[config.mk]
export PLATFORM = sky130hd
export DESIGN_NAME = filtered_noise_burst_generator
export DESIGN_NICKNAME = d
export VERILOG_FILES = /design/src/fnbg_pkg.sv /design/src/filtered_noise_burst_generator.sv
export VERILOG_INCLUDE_DIRS = /design/src /design/src/src
export SDC_FILE = /design/constraint.sdc
export NUM_CORES = 2
export LEC_CHECK = 0
export ABC_AREA = 1
export BUFFER_PORTS_ARGS = -buffer_cell sky130_fd_sc_hd__buf_4
export CAP_MARGIN = 15
export CORE_MARGIN = 1.5
export CORE_UTILIZATION = 35
export DETAILED_ROUTE_END_ITERATION = 8
export PLACE_DENSITY = 0.6
export SYNTH_ARGS = -nofsm -noshare
export SYNTH_HDL_FRONTEND = slang
export SYNTH_SLANG_ARGS = --single-unit
[constraint.sdc]
create_clock -name clock -period 13.3 [get_ports clock]
set_input_delay 2.66 -clock clock [delete_from_list [all_inputs] [get_ports clock]]
set_output_delay 2.66 -clock clock [all_outputs]
set_load 0.05 [all_outputs]
[src/filtered_noise_burst_generator_macros.svh]
// ----------------------------------------------------------------------------
// Noise burst generator assertion macros
// Clocked assertion shorthands shared by the noise burst generator RTL.
// ----------------------------------------------------------------------------
`ifndef FILTERED_NOISE_BURST_GENERATOR_MACROS_SVH
`define FILTERED_NOISE_BURST_GENERATOR_MACROS_SVH

// same-cycle implication
`define FNBG_ASSERT_NOW(label, ante, cons, msg) \
   label: assert property (@(posedge clock) disable iff (reset) (ante) |-> (cons)) \
      else $error(msg);

// next-cycle implication
`define FNBG_ASSERT_NEXT(label, ante, cons, msg) \
   label: assert property (@(posedge clock) disable iff (reset) (ante) |=> (cons)) \
      else $error(msg);

`endif

[src/fnbg_pkg.sv]
// ----------------------------------------------------------------------------
// Noise burst generator package
// Constants, register map, microcode types and the microcode program.
// ----------------------------------------------------------------------------
package fnbg_pkg;

   localparam int CFG_COEF_BITS   = 16;
   localparam int CFG_SAMPLE_BITS = 16;
   localparam int CFG_LENGTH_BITS = 18;

   localparam int SEED_BITS      = 32;
   localparam int FILT_BITS      = 24;
   localparam int FILT_FRAC      = 22;
   localparam int NOISE_BITS     = 16;
   localparam int NOISE_LSB      = 8;
   localparam int NOISE_SHIFT    = FILT_FRAC - (NOISE_BITS - 1);
   localparam int LCG_MULT_BITS  = 21;
   localparam int MUL_A_BITS     = SEED_BITS + 1;
   localparam int CSR_INDEX_BITS = 3;
   localparam int CSR_DATA_BITS  = 32;

   localparam logic [SEED_BITS-1:0]     LCG_MULT = 32'd1664525;
   localparam logic [SEED_BITS-1:0]     LCG_INC  = 32'd1013904223;

   localparam int unsigned RST_SEED         = 1;
   localparam int unsigned RST_LP_COEF      = 32768;
   localparam int unsigned RST_HP_COEF      = 58982;
   localparam int unsigned RST_AMPLITUDE    = 16384;
   localparam int unsigned RST_DECAY        = 65000;
   localparam int unsigned RST_ATTACK_STEP  = 2477;
   localparam int unsigned RST_BURST_LENGTH = 11466;

   typedef enum logic [CSR_INDEX_BITS-1:0] {
      CSR_NOISE_SEED,
      CSR_LOWPASS_COEF,
      CSR_HIGHPASS_COEF,
      CSR_AMPLITUDE,
      CSR_DECAY_FACTOR,
      CSR_ATTACK_STEP,
      CSR_BURST_LENGTH
   } csr_index_type;

   typedef enum logic [2:0] {
      MUL_NONE, MUL_LCG, MUL_LP, MUL_HP, MUL_P1, MUL_P2, MUL_ENV, MUL_P3
   } mul_op_type;

   typedef enum logic [2:0] {
      WB_NONE, WB_LCG, WB_LP, WB_HP, WB_P1, WB_P2, WB_ENV, WB_OUT
   } wb_op_type;

   typedef enum logic [1:0] {
      JMP_NEXT,     // fall through
      JMP_ACCEPT,   // hold until an input transfer
      JMP_IDLE,     // go to target when no burst runs
      JMP_OUTFREE   // go to target once the output register is free
   } jmp_type;

   localparam int UPC_BITS = 4;

   localparam logic [UPC_BITS-1:0] STEP_WAIT   = 4'd0;
   localparam logic [UPC_BITS-1:0] STEP_CHECK  = 4'd1;
   localparam logic [UPC_BITS-1:0] STEP_LCG_WB = 4'd2;
   localparam logic [UPC_BITS-1:0] STEP_LP_MUL = 4'd3;
   localparam logic [UPC_BITS-1:0] STEP_LP_WB  = 4'd4;
   localparam logic [UPC_BITS-1:0] STEP_HP_MUL = 4'd5;
   localparam logic [UPC_BITS-1:0] STEP_HP_WB  = 4'd6;
   localparam logic [UPC_BITS-1:0] STEP_P1_MUL = 4'd7;
   localparam logic [UPC_BITS-1:0] STEP_P1_WB  = 4'd8;
   localparam logic [UPC_BITS-1:0] STEP_P2_MUL = 4'd9;
   localparam logic [UPC_BITS-1:0] STEP_P2_WB  = 4'd10;
   localparam logic [UPC_BITS-1:0] STEP_P3_MUL = 4'd11;
   localparam logic [UPC_BITS-1:0] STEP_OUT    = 4'd12;

   typedef struct packed {
      mul_op_type          mul;
      wb_op_type           wb;
      jmp_type             jmp;
      logic [UPC_BITS-1:0] target;
   } ucode_type;

   function automatic ucode_type ucode_rom(input logic [UPC_BITS-1:0] pc);
      ucode_type w;
      w.mul    = MUL_NONE;
      w.wb     = WB_NONE;
      w.jmp    = JMP_NEXT;
      w.target = STEP_WAIT;
      case (pc)
         STEP_WAIT: begin
            w.jmp = JMP_ACCEPT;
         end
         STEP_CHECK: begin
            w.mul    = MUL_LCG;
            w.jmp    = JMP_IDLE;
            w.target = STEP_OUT;
         end
         STEP_LCG_WB: begin
            w.wb = WB_LCG;
         end
         STEP_LP_MUL: begin
            w.mul = MUL_LP;
         end
         STEP_LP_WB: begin
            w.wb = WB_LP;
         end
         STEP_HP_MUL: begin
            w.mul = MUL_HP;
         end
         STEP_HP_WB: begin
            w.wb = WB_HP;
         end
         STEP_P1_MUL: begin
            w.mul = MUL_P1;
         end
         STEP_P1_WB: begin
            w.wb = WB_P1;
         end
         STEP_P2_MUL: begin
            w.mul = MUL_P2;
         end
         STEP_P2_WB: begin
            w.wb  = WB_P2;
            w.mul = MUL_ENV;
         end
         STEP_P3_MUL: begin
            w.wb  = WB_ENV;
            w.mul = MUL_P3;
         end
         STEP_OUT: begin
            w.wb     = WB_OUT;
            w.jmp    = JMP_OUTFREE;
            w.target = STEP_WAIT;
         end
         default: begin
            w.jmp = JMP_NEXT;
         end
      endcase
      return w;
   endfunction

endpackage

[src/filtered_noise_burst_generator.sv]
// ----------------------------------------------------------------------------
// Filtered noise burst generator
// Percussive noise voice: LCG white noise through a one-pole lowpass and a
// one-pole highpass, scaled by amplitude, a decaying envelope and a linear
// attack ramp, saturated to SAMPLE_BITS, with a flag on the last sample of
// the burst. Every input transfer yields one output transfer. A sample of a
// running burst is computed by a microcode program that runs seven products
// (generator step, two filters, three gains, envelope decay) through one
// shared multiplier with a registered product, each product followed by a
// write-back step. While no burst runs the program skips from its check
// step to its output step, and the sample is silent. A finished result
// waits in the output register; the next input is taken meanwhile, and
// the sequencer only holds at its last step if that register is still
// full. Register writes are always taken.
// ----------------------------------------------------------------------------
`include "filtered_noise_burst_generator_macros.svh"

module filtered_noise_burst_generator
   import fnbg_pkg::*;
#(
   parameter int COEF_BITS   = CFG_COEF_BITS,
   parameter int SAMPLE_BITS = CFG_SAMPLE_BITS,
   parameter int LENGTH_BITS = CFG_LENGTH_BITS
) (
   input  logic                          clock,
   input  logic                          reset,
   input  logic                          req_valid,
   output logic                          req_stall,
   input  logic                          req_restart,
   output logic                          rsp_valid,
   input  logic                          rsp_stall,
   output logic signed [SAMPLE_BITS-1:0] rsp_sample,
   output logic                          rsp_last_sample,
   output logic                          rsp_active,
   input  logic                          csr_valid,
   output logic                          csr_ready,
   input  logic [CSR_INDEX_BITS-1:0]     csr_index,
   input  logic [CSR_DATA_BITS-1:0]      csr_wdata
);

   localparam int MB      = (COEF_BITS + 1 > LCG_MULT_BITS) ? COEF_BITS + 1 : LCG_MULT_BITS;
   localparam int AW      = MUL_A_BITS;
   localparam int PW      = AW + MB + 1;
   localparam int PPW     = FILT_BITS + 2;
   localparam int LPW     = FILT_BITS + 3;
   localparam int OUT_RSH = (FILT_FRAC >= SAMPLE_BITS - 1) ? FILT_FRAC - (SAMPLE_BITS - 1) : 0;
   localparam int OUT_LSH = (FILT_FRAC < SAMPLE_BITS - 1) ? (SAMPLE_BITS - 1) - FILT_FRAC : 0;
   localparam int OUT_SH  = COEF_BITS + OUT_RSH;

   localparam logic signed [PW-1:0] ONE_PW  = PW'(1);
   localparam logic signed [PW-1:0] HALF_C  = ONE_PW <<< (COEF_BITS - 1);
   localparam logic signed [PW-1:0] HALF_C1 = ONE_PW <<< (COEF_BITS - 2);
   localparam logic signed [PW-1:0] HALF_O  = ONE_PW <<< (OUT_SH - 1);
   localparam logic [COEF_BITS:0]   ONE_Q   = {1'b1, {COEF_BITS{1'b0}}};

   function automatic logic signed [FILT_BITS-1:0] sat_filt(input logic signed [LPW-1:0] v);
      logic sgn;
      sgn = v[LPW-1];
      if (v[LPW-1:FILT_BITS-1] == {(LPW - FILT_BITS + 1){sgn}}) begin
         return v[FILT_BITS-1:0];
      end
      return {sgn, {(FILT_BITS - 1){~sgn}}};
   endfunction

   // configuration
   logic [SEED_BITS-1:0]   seed_ff, seed_in;
   logic [COEF_BITS-1:0]   lp_coef_ff, lp_coef_in;
   logic [COEF_BITS-1:0]   hp_coef_ff, hp_coef_in;
   logic [COEF_BITS-1:0]   amp_ff, amp_in;
   logic [COEF_BITS-1:0]   decay_ff, decay_in;
   logic [COEF_BITS:0]     atk_step_ff, atk_step_in;
   logic [LENGTH_BITS-1:0] burst_len_ff, burst_len_in;

   // voice state
   logic [SEED_BITS-1:0]        lcg_ff, lcg_in;
   logic signed [FILT_BITS-1:0] lp_ff, lp_in;
   logic signed [FILT_BITS-1:0] hp_ff, hp_in;
   logic signed [FILT_BITS-1:0] prev_ff, prev_in;
   logic [COEF_BITS:0]          env_ff, env_in;
   logic [COEF_BITS:0]          att_ff, att_in;
   logic [LENGTH_BITS-1:0]      idx_ff, idx_in;
   logic                        running_ff, running_in;

   // sequencer and datapath
   logic [UPC_BITS-1:0]  upc_ff, upc_in;
   ucode_type            uc;
   logic signed [PW-1:0] prod_ff, prod_in;
   logic signed [PPW-1:0] p_ff, p_in;
   logic signed [AW-1:0] mul_a;
   logic [MB-1:0]        mul_b;

   // output register
   logic                          rsp_valid_ff, rsp_valid_in;
   logic signed [SAMPLE_BITS-1:0] rsp_sample_ff, rsp_sample_in;
   logic                          rsp_last_ff, rsp_last_in;
   logic                          rsp_active_ff, rsp_active_in;

   logic req_accept;
   logic out_free;
   logic fire;

   logic signed [NOISE_BITS+NOISE_SHIFT-1:0] noise_x;
   logic signed [FILT_BITS:0]                lp_diff;
   logic signed [FILT_BITS+1:0]              hp_sum;
   logic signed [PW-1:0]                     rnd_c, rnd_c1, rnd_o;
   logic signed [LPW-1:0]                    lp_sum;
   logic signed [FILT_BITS-1:0]              lp_sat, hp_sat;
   logic signed [SAMPLE_BITS-1:0]            out_sat;
   logic [COEF_BITS+1:0]                     att_sum;
   logic [LENGTH_BITS-1:0]                   burst_len;
   logic [LENGTH_BITS:0]                     idx_inc;
   logic                                     is_last;

   assign uc         = ucode_rom(upc_ff);
   assign req_stall  = (uc.jmp != JMP_ACCEPT);
   assign req_accept = req_valid && !req_stall;
   assign out_free   = !rsp_valid_ff || !rsp_stall;
   assign fire       = (uc.wb == WB_OUT) && out_free;
   assign csr_ready  = 1'b1;

   assign rsp_valid       = rsp_valid_ff;
   assign rsp_sample      = rsp_sample_ff;
   assign rsp_last_sample = rsp_last_ff;
   assign rsp_active      = rsp_active_ff;

   // next step
   always_comb begin
      upc_in = upc_ff;
      unique case (uc.jmp)
         JMP_NEXT: begin
            upc_in = upc_ff + UPC_BITS'(1);
         end
         JMP_ACCEPT: begin
            if (req_accept) begin
               upc_in = upc_ff + UPC_BITS'(1);
            end
         end
         JMP_IDLE: begin
            upc_in = running_ff ? upc_ff + UPC_BITS'(1) : uc.target;
         end
         JMP_OUTFREE: begin
            if (out_free) begin
               upc_in = uc.target;
            end
         end
      endcase
   end

   // multiplier operands
   assign noise_x = {~lcg_ff[NOISE_LSB+NOISE_BITS-1], lcg_ff[NOISE_LSB+NOISE_BITS-2:NOISE_LSB],
                     {NOISE_SHIFT{1'b0}}};
   assign lp_diff = (FILT_BITS + 1)'(noise_x) - (FILT_BITS + 1)'(lp_ff);
   assign hp_sum  = (FILT_BITS + 2)'(hp_ff) + (FILT_BITS + 2)'(lp_ff) - (FILT_BITS + 2)'(prev_ff);

   always_comb begin
      mul_a = '0;
      mul_b = '0;
      unique case (uc.mul)
         MUL_NONE: begin
            mul_a = '0;
         end
         MUL_LCG: begin
            mul_a = AW'({1'b0, lcg_ff});
            mul_b = MB'(LCG_MULT);
         end
         MUL_LP: begin
            mul_a = AW'(lp_diff);
            mul_b = MB'(lp_coef_ff);
         end
         MUL_HP: begin
            mul_a = AW'(hp_sum);
            mul_b = MB'(hp_coef_ff);
         end
         MUL_P1: begin
            mul_a = AW'(hp_ff);
            mul_b = MB'(amp_ff);
         end
         MUL_P2: begin
            mul_a = AW'(p_ff);
            mul_b = MB'(env_ff);
         end
         MUL_ENV: begin
            mul_a = AW'({1'b0, env_ff});
            mul_b = MB'(decay_ff);
         end
         MUL_P3: begin
            mul_a = AW'(p_ff);
            mul_b = MB'(att_ff);
         end
      endcase
   end

   assign prod_in = mul_a * $signed({1'b0, mul_b});

   // write-back arithmetic on the registered product
   assign rnd_c  = (prod_ff + HALF_C) >>> COEF_BITS;
   assign rnd_c1 = (prod_ff + HALF_C1) >>> (COEF_BITS - 1);
   assign rnd_o  = ((prod_ff <<< OUT_LSH) + HALF_O) >>> OUT_SH;

   assign lp_sum = LPW'(lp_ff) + LPW'($signed(rnd_c[FILT_BITS+1:0]));
   assign lp_sat = sat_filt(lp_sum);
   assign hp_sat = sat_filt($signed(rnd_c[LPW-1:0]));

   always_comb begin
      if (rnd_o[PW-1:SAMPLE_BITS-1] == {(PW - SAMPLE_BITS + 1){rnd_o[PW-1]}}) begin
         out_sat = rnd_o[SAMPLE_BITS-1:0];
      end else begin
         out_sat = {rnd_o[PW-1], {(SAMPLE_BITS - 1){~rnd_o[PW-1]}}};
      end
   end

   assign att_sum   = (COEF_BITS + 2)'(att_ff) + (COEF_BITS + 2)'(atk_step_ff);
   assign burst_len = (burst_len_ff == '0) ? LENGTH_BITS'(1) : burst_len_ff;
   assign idx_inc   = (LENGTH_BITS + 1)'(idx_ff) + (LENGTH_BITS + 1)'(1);
   assign is_last   = (idx_inc >= (LENGTH_BITS + 1)'(burst_len));

   // register writes
   always_comb begin
      seed_in      = seed_ff;
      lp_coef_in   = lp_coef_ff;
      hp_coef_in   = hp_coef_ff;
      amp_in       = amp_ff;
      decay_in     = decay_ff;
      atk_step_in  = atk_step_ff;
      burst_len_in = burst_len_ff;
      if (csr_valid) begin
         unique case (csr_index)
            CSR_NOISE_SEED:    seed_in      = csr_wdata[SEED_BITS-1:0];
            CSR_LOWPASS_COEF:  lp_coef_in   = csr_wdata[COEF_BITS-1:0];
            CSR_HIGHPASS_COEF: hp_coef_in   = csr_wdata[COEF_BITS-1:0];
            CSR_AMPLITUDE:     amp_in       = csr_wdata[COEF_BITS-1:0];
            CSR_DECAY_FACTOR:  decay_in     = csr_wdata[COEF_BITS-1:0];
            CSR_ATTACK_STEP:   atk_step_in  = csr_wdata[COEF_BITS:0];
            CSR_BURST_LENGTH:  burst_len_in = csr_wdata[LENGTH_BITS-1:0];
            default: begin
               seed_in = seed_ff;
            end
         endcase
      end
   end

   // voice state
   always_comb begin
      lcg_in     = lcg_ff;
      lp_in      = lp_ff;
      hp_in      = hp_ff;
      prev_in    = prev_ff;
      env_in     = env_ff;
      att_in     = att_ff;
      idx_in     = idx_ff;
      running_in = running_ff;
      p_in       = p_ff;
      if (req_accept && req_restart) begin
         lcg_in     = (seed_ff == '0) ? SEED_BITS'(1) : seed_ff;
         lp_in      = '0;
         hp_in      = '0;
         prev_in    = '0;
         env_in     = ONE_Q;
         att_in     = '0;
         idx_in     = '0;
         running_in = 1'b1;
      end
      unique case (uc.wb)
         WB_NONE: begin
            p_in = p_ff;
         end
         WB_LCG: begin
            lcg_in = prod_ff[SEED_BITS-1:0] + LCG_INC;
         end
         WB_LP: begin
            lp_in = lp_sat;
         end
         WB_HP: begin
            hp_in   = hp_sat;
            prev_in = lp_ff;
         end
         WB_P1: begin
            p_in = rnd_c1[PPW-1:0];
         end
         WB_P2: begin
            p_in = rnd_c[PPW-1:0];
         end
         WB_ENV: begin
            env_in = prod_ff[2*COEF_BITS:COEF_BITS];
         end
         WB_OUT: begin
            if (fire && running_ff) begin
               att_in = (att_sum > (COEF_BITS + 2)'(ONE_Q)) ? ONE_Q : att_sum[COEF_BITS:0];
               if (is_last) begin
                  running_in = 1'b0;
               end else begin
                  idx_in = idx_inc[LENGTH_BITS-1:0];
               end
            end
         end
      endcase
   end

   // output register
   always_comb begin
      rsp_valid_in  = rsp_valid_ff;
      rsp_sample_in = rsp_sample_ff;
      rsp_last_in   = rsp_last_ff;
      rsp_active_in = rsp_active_ff;
      if (fire) begin
         rsp_valid_in  = 1'b1;
         rsp_sample_in = running_ff ? out_sat : '0;
         rsp_last_in   = running_ff && is_last;
         rsp_active_in = running_ff;
      end else if (!rsp_stall) begin
         rsp_valid_in = 1'b0;
      end
   end

   always_ff @(posedge clock) begin
      if (reset) begin
         seed_ff      <= SEED_BITS'(RST_SEED);
         lp_coef_ff   <= COEF_BITS'(RST_LP_COEF);
         hp_coef_ff   <= COEF_BITS'(RST_HP_COEF);
         amp_ff       <= COEF_BITS'(RST_AMPLITUDE);
         decay_ff     <= COEF_BITS'(RST_DECAY);
         atk_step_ff  <= (COEF_BITS + 1)'(RST_ATTACK_STEP);
         burst_len_ff <= LENGTH_BITS'(RST_BURST_LENGTH);
         lcg_ff       <= SEED_BITS'(1);
         lp_ff        <= '0;
         hp_ff        <= '0;
         prev_ff      <= '0;
         env_ff       <= ONE_Q;
         att_ff       <= '0;
         idx_ff       <= '0;
         running_ff   <= 1'b0;
         upc_ff       <= STEP_WAIT;
         rsp_valid_ff <= 1'b0;
      end else begin
         seed_ff      <= seed_in;
         lp_coef_ff   <= lp_coef_in;
         hp_coef_ff   <= hp_coef_in;
         amp_ff       <= amp_in;
         decay_ff     <= decay_in;
         atk_step_ff  <= atk_step_in;
         burst_len_ff <= burst_len_in;
         lcg_ff       <= lcg_in;
         lp_ff        <= lp_in;
         hp_ff        <= hp_in;
         prev_ff      <= prev_in;
         env_ff       <= env_in;
         att_ff       <= att_in;
         idx_ff       <= idx_in;
         running_ff   <= running_in;
         upc_ff       <= upc_in;
         rsp_valid_ff <= rsp_valid_in;
      end
   end

   always_ff @(posedge clock) begin
      if (uc.mul != MUL_NONE) begin
         prod_ff <= prod_in;
      end
      p_ff          <= p_in;
      rsp_sample_ff <= rsp_sample_in;
      rsp_last_ff   <= rsp_last_in;
      rsp_active_ff <= rsp_active_in;
   end

   `FNBG_ASSERT_NEXT(a_accept_starts_program, req_accept, upc_ff == STEP_CHECK, "transfer did not start program")
   `FNBG_ASSERT_NEXT(a_last_ends_burst, fire && rsp_last_in, !running_ff, "burst still running after last sample")
   `FNBG_ASSERT_NOW(a_gains_bounded, !reset, (att_ff <= ONE_Q) && (env_ff <= ONE_Q), "attack or envelope above one")

endmodule

---- Word-level counts from Yosys, hierarchy flattened ----
Cells that the tools add are included.
storage, ports and cells
  bits in registers ....................... 392
  input bits .............................. 41
  logic and storage cells ................. 154
operators by class
  $add $sub $neg .......................... 11
  multiply operators ...................... 1
  order comparisons ....................... 2
  equality and inequality tests ........... 42
  mux-type cells .......................... 42
  bitwise operators ....................... 4
  reduce and logical (&&, ||, !) cells .... 30
operators with widths
  cell                    number
  $pmux 33 s7             1
  $mux 24                 8
  $pmux 21 s7             1
  $mux 17                 6
  $mux 32                 3
  $mux 18                 5
  $add 55x24->55 const B  1
  $mul 33x22->55          1
  $pmux 26 s2             1
  $add 43x17->43 const B  1
  $pmux 3 s7              2
  $add 41x16->41 const B  1
  $eq 3x3->1 const B      11
  $add 32x30->32 const B  1
  $logic_not 32->1        1
  $add 24x26->27          1
  $sub 25x24->26          1
  $add 24x24->25          1
  $sub 23x24->25          1
  $eq 4x4->1 const B      5
  $add 18x1->19 const B   1
  $ge 19x18->1            1
  $add 17x17->18          1
  $eq 3x2->1 const B      6
  29 further kinds        70

---- Longest topological paths before layout ----
  depth after elaboration ................. 10
  mapped depth ............................ 47
  gate-level depth less buffers ........... 46

---- Worst setup path before layout ----
No wires, ideal clock.
  kind .................................... register to register
  start point ............................. register lp_ff[6]
  end point ............................... register prod_ff[54] (data pin)
  library setup time ...................... 0.276 ns
  arrival time ............................ 8.535 ns
  required time ........................... 13.024 ns
  setup slack ............................. 4.489 ns
  stages on the path, launching flop included .. 34
  path buffers ............................ 3
  period minus slack after synthesis ...... 8.811 ns
  path through ............................ dfxtp_1 > clkbuf_1 > inv_1 > fa_1 > inv_1 > ha_1 > inv_1 > o21ai_0 > inv_1 > o21a_1 > nand2_1 > nand3b_1 > nand3_1 > nand3_1 > nand3b_1 > buf_2 > clkbuf_1 > nand2_1 > fa_1 > fa_1 > inv_1 > fa_1 > fa_1 > inv_1 > fa_1 > fa_1 > fa_1 > inv_1 > ha_1 > nand2_1 > nor3_1 > nand2_1 > o311ai_0 > xor2_1
between the ends
  longest elaborated chain between the ends .. 4
RTL lines
  item                      RTL line                               source
  start: declaration        filtered_noise_burst_generator.sv:76   logic signed [FILT_BITS-1:0] lp_ff, lp_in;
  start signal: assignment  filtered_noise_burst_generator.sv:343  lp_ff <= lp_in;
  $add 24x24->25            filtered_noise_burst_generator.sv:153  assign hp_sum = (FILT_BITS + 2)'(hp_ff) + (FILT_BITS + 2)'(lp_ff) - (FILT_BITS + 2)'(prev_ff);
  $sub 25x24->26            filtered_noise_burst_generator.sv:153
  $pmux 33 s7 (*)           filtered_noise_burst_generator.sv:158  unique case (uc.mul)
  $mul 33x22->55 (*)        filtered_noise_burst_generator.sv:193  assign prod_in = mul_a * $signed({1'b0, mul_b});
  net prod_in[54]           filtered_noise_burst_generator.sv:87   logic signed [PW-1:0] prod_ff, prod_in;
  end signal: assignment    filtered_noise_burst_generator.sv:357  prod_ff <= prod_in;
  end: declaration          filtered_noise_burst_generator.sv:87
The timed path passes the listed nets; every way through them passes the cells marked *.
A chain may end at the register's enable or synchronous reset.

---- Worst setup path in the final report ----
  start point ............................. register lp_ff[23]
  end point ............................... register prod_ff[54] (data pin)
The elaborated chain is that of the path after synthesis.

==> metrics.yaml <==
ys.flop_type: "dfxtp_1"
track_usage_pct: 25.6
rsz0062_at_grt: "no"
die-area_um2: 141000
ys_ff_latch: 392
finalCriticalPeriod_ps: 10710
finalHoldViolations: 0
ant_nets: 0
r2r_start: "lp_ff[23]"
die_w_um: 375
nFillCells: 14400
layout_common_cells: "1426 x nand2_1, 1370 x inv_1, 639 x fa_1"
crit_type: "reg -> reg"
hpwl_um: 145000
ys_warn_count: 0
via_per_inst: 5.23
end_kind: "flop"
antenna_found_initial: 2
synth_cell_types: 65
die_h_um: 375
postSynthCellCount: 6520
fin_util_pct: 38.1
drt_first_iter_violations: 3840
grt-ovfl-total: 0
routabilityCongestion: 1.03
io_pins: 62
hold_depth: 2
cts_tree: "done"
postCtsSetupRepairBufs: 0
synth-seq-area-share_pct: 18.2
clk_latency_ps: 630
vias: 43500
yosysTopAreaCellShare_pct: 26.4
drive_gt1_share_pct: 4.88
period_share_pct: 80.5
clkSinkCount: 392
grt_pass1_vias: 44000
synth-compound-area-share_pct: 11.1
drt-total-wl_um: 181000
rr_worst_depth: 29
dp.cells: 8219
setup_slack_ps: 2590
synthSimpleGateAreaFrac_pct: 21.0
fin_nets: 7443
worstPathArrival_ps: 11030
slowest_stage: "fa_1"
worstHoldStart: "amp_ff[3]"
dp_slack_ps: 2560
critPathLaunchType: "flop"
synth_edf_count: 99
placementRows: 136
yosys-mux-area-fraction_pct: 0
postCtsHoldBufs: 0
cts.clk_slew.worst_paths_ps: 70
worstPathMaxFanout: 60
finalMaxSlewViolations: 0
numCtsBuffers: 45
cts-root-buf: "clkbuf_16"
hold_class: "reg -> reg"
core_area_um2: 137000
fmax_mhz: 93.4
synth_top_area_cell: "fa_1"
min_to: "amp_ff[3]"
cp_common_cell: "fa_1"
finalSetupTns_ps: 0
dr.pass1.iters: 9
start_util_pct: 35.3
cts_buffer_depth: 3
routedWlPerCell_um: 21.8
finClkSkew_ps: 30.8
synth_adder_area_share_pct: 33.8
worst_pin_slew_ps: 1210
synthXorXnorAreaFrac_pct: 2.94
cp_top_family: "adder cells"
maxCapViolCount: 0
htreeDepth: 2
synth_area_leaders: "fa_1 26%, dfxtp_1 12%, nand2_1 11%, inv_1 11%, ha_1 7.4%"
grt_max_degree: 91
final_common_cell: "nand2_1"
drc: 1
avgSynthCellArea_um2: 7.44
r2r_end: "prod_ff[54]"
relSlewSlack_pct: 18.9
cp_slowest_stage_delay_ps: 810
path_buf_inv: 7
required_ps: 13620
outcome: "finished, violations left"
cts_resized: 0
grt_pass1_wl_um: 273000
ys_async_sr_fraction_pct: 0
violations: "design-rule violations"
setup_violations: 0
area_growth_pct: 8.17
portBuffers: 60
syn_area_um2: 48500
synth_top_family_by_area: "adder cells"
rrSetupSlack_ps: 2590
stdcell_count: 8308
==> per-layer routing <==
| metal | vias to the layer above | GRT usage [%] | part of all wire (%) |
|---|---|---|---|
| met2 | 1696 | 41.9 | 46 |
| li1 | 20100 | - | - |
| met4 | 0 | 10.7 | 4.9 |
| met1 | 21400 | 33.4 | 42 |
| met5 | - | 0 | 0 |
| met3 | 344 | 4.24 | 7.7 |
==> how the worst max path moves through the flow <==
stage | from | to | slack, ps | cells after the start
finish | lp_ff[23] | prod_ff[54] | 2590 | 29
floorplan | lp_ff[6] | prod_ff[54] | 4490 | 33
global placement | lp_ff[23] | prod_ff[54] | 2500 | 29
detailed placement | lp_ff[23] | prod_ff[54] | 2560 | 29
global route | lp_ff[23] | prod_ff[54] | 2010 | 29
CTS | lp_ff[23] | prod_ff[54] | 2510 | 29
==> per-stage QoR <==
stage                     area (um^2)  hold WS, ps
after global routing            52400          467
after global placement          50800          438
after CTS                       52400          456
after floorplan                 48500          425
final                           52400          456
after detailed placement        50800          443
==> kinds of logic after synthesis <==
kind of cell	after synthesis
compound gates	947
other cells	2
xor+xnor	163
buf+inv	1624
flops	392
fa+ha+maj	926
simple gates	2466
==> synthesized netlist by cell type, types with 4 or more instances <==
cell type and number:
nand2_1 1426, inv_1 1370, fa_1 639, nor2_1 570, o21ai_0 355, a21oi_1 345
dfxtp_1 293, ha_1 287, nand3_1 273, clkbuf_1 136, xor2_1 115, edfxtp_1 99
buf_2 75, nand4_1 65, xnor2_1 48, nor3_1 40, o22ai_1 32, a31oi_1 27
o211ai_1 25, a211oi_1 23, a221oi_1 23, a21o_1 21, inv_2 21, nor4_1 19
o21bai_1 15, nand3_2 13, nand3b_1 13, a22oi_1 12, a21oi_2 10, o2111ai_1 10
or2_2 10, o21a_1 9, buf_1 7, nor2_2 7, and2_1 6, clkinv_1 6
o21ai_1 6, o221ai_1 6, a22o_1 5, nand2_2 5, a21boi_0 4, buf_6 4
nor3_2 4
==> worst reg2reg max path, delay by kind of cell, from the launching register on <==
kind                       cells  cell delay (ps)
DFF                            1              560
xor gates and xnor gates       1              140
AOI/OAI and AO/OA              1              640
and+or+nand+nor               10             2000
buffers and inverters          7             1140
adders and majority gates     10             5930
==> state kept, by name, summed over array words and instances, names as in the netlist, 16 cells and up <==
register,cells
prev_ff,24
att_ff,17
hp_coef_ff,16
hp_ff,24
atk_step_ff,17
lcg_ff,32
p_ff,26
env_ff,17
lp_ff,24
decay_ff,16
amp_ff,16
rsp_sample,16
prod_ff,55
burst_len_ff,18
seed_ff,32
idx_ff,18
lp_coef_ff,16
==> layout make-up <==
type | count | area (um^2) | area share, %
repair buffers | 134 | 1050 | 2.00
multi-input cells | 4505 | 33500 | 63.9
clock buffers | 60 | 1300 | 2.49
diodes | 1 | 2.50 | 0.00477
well taps | 1794 | 2240 | 4.28
flip-flops and latches | 392 | 8840 | 16.9
clock inverters | 24 | 240 | 0.458
inverters | 1398 | 5250 | 10.0
Power is not shown: default switching activity piles up to over one toggle a cycle in this logic, so the estimate is an artifact.
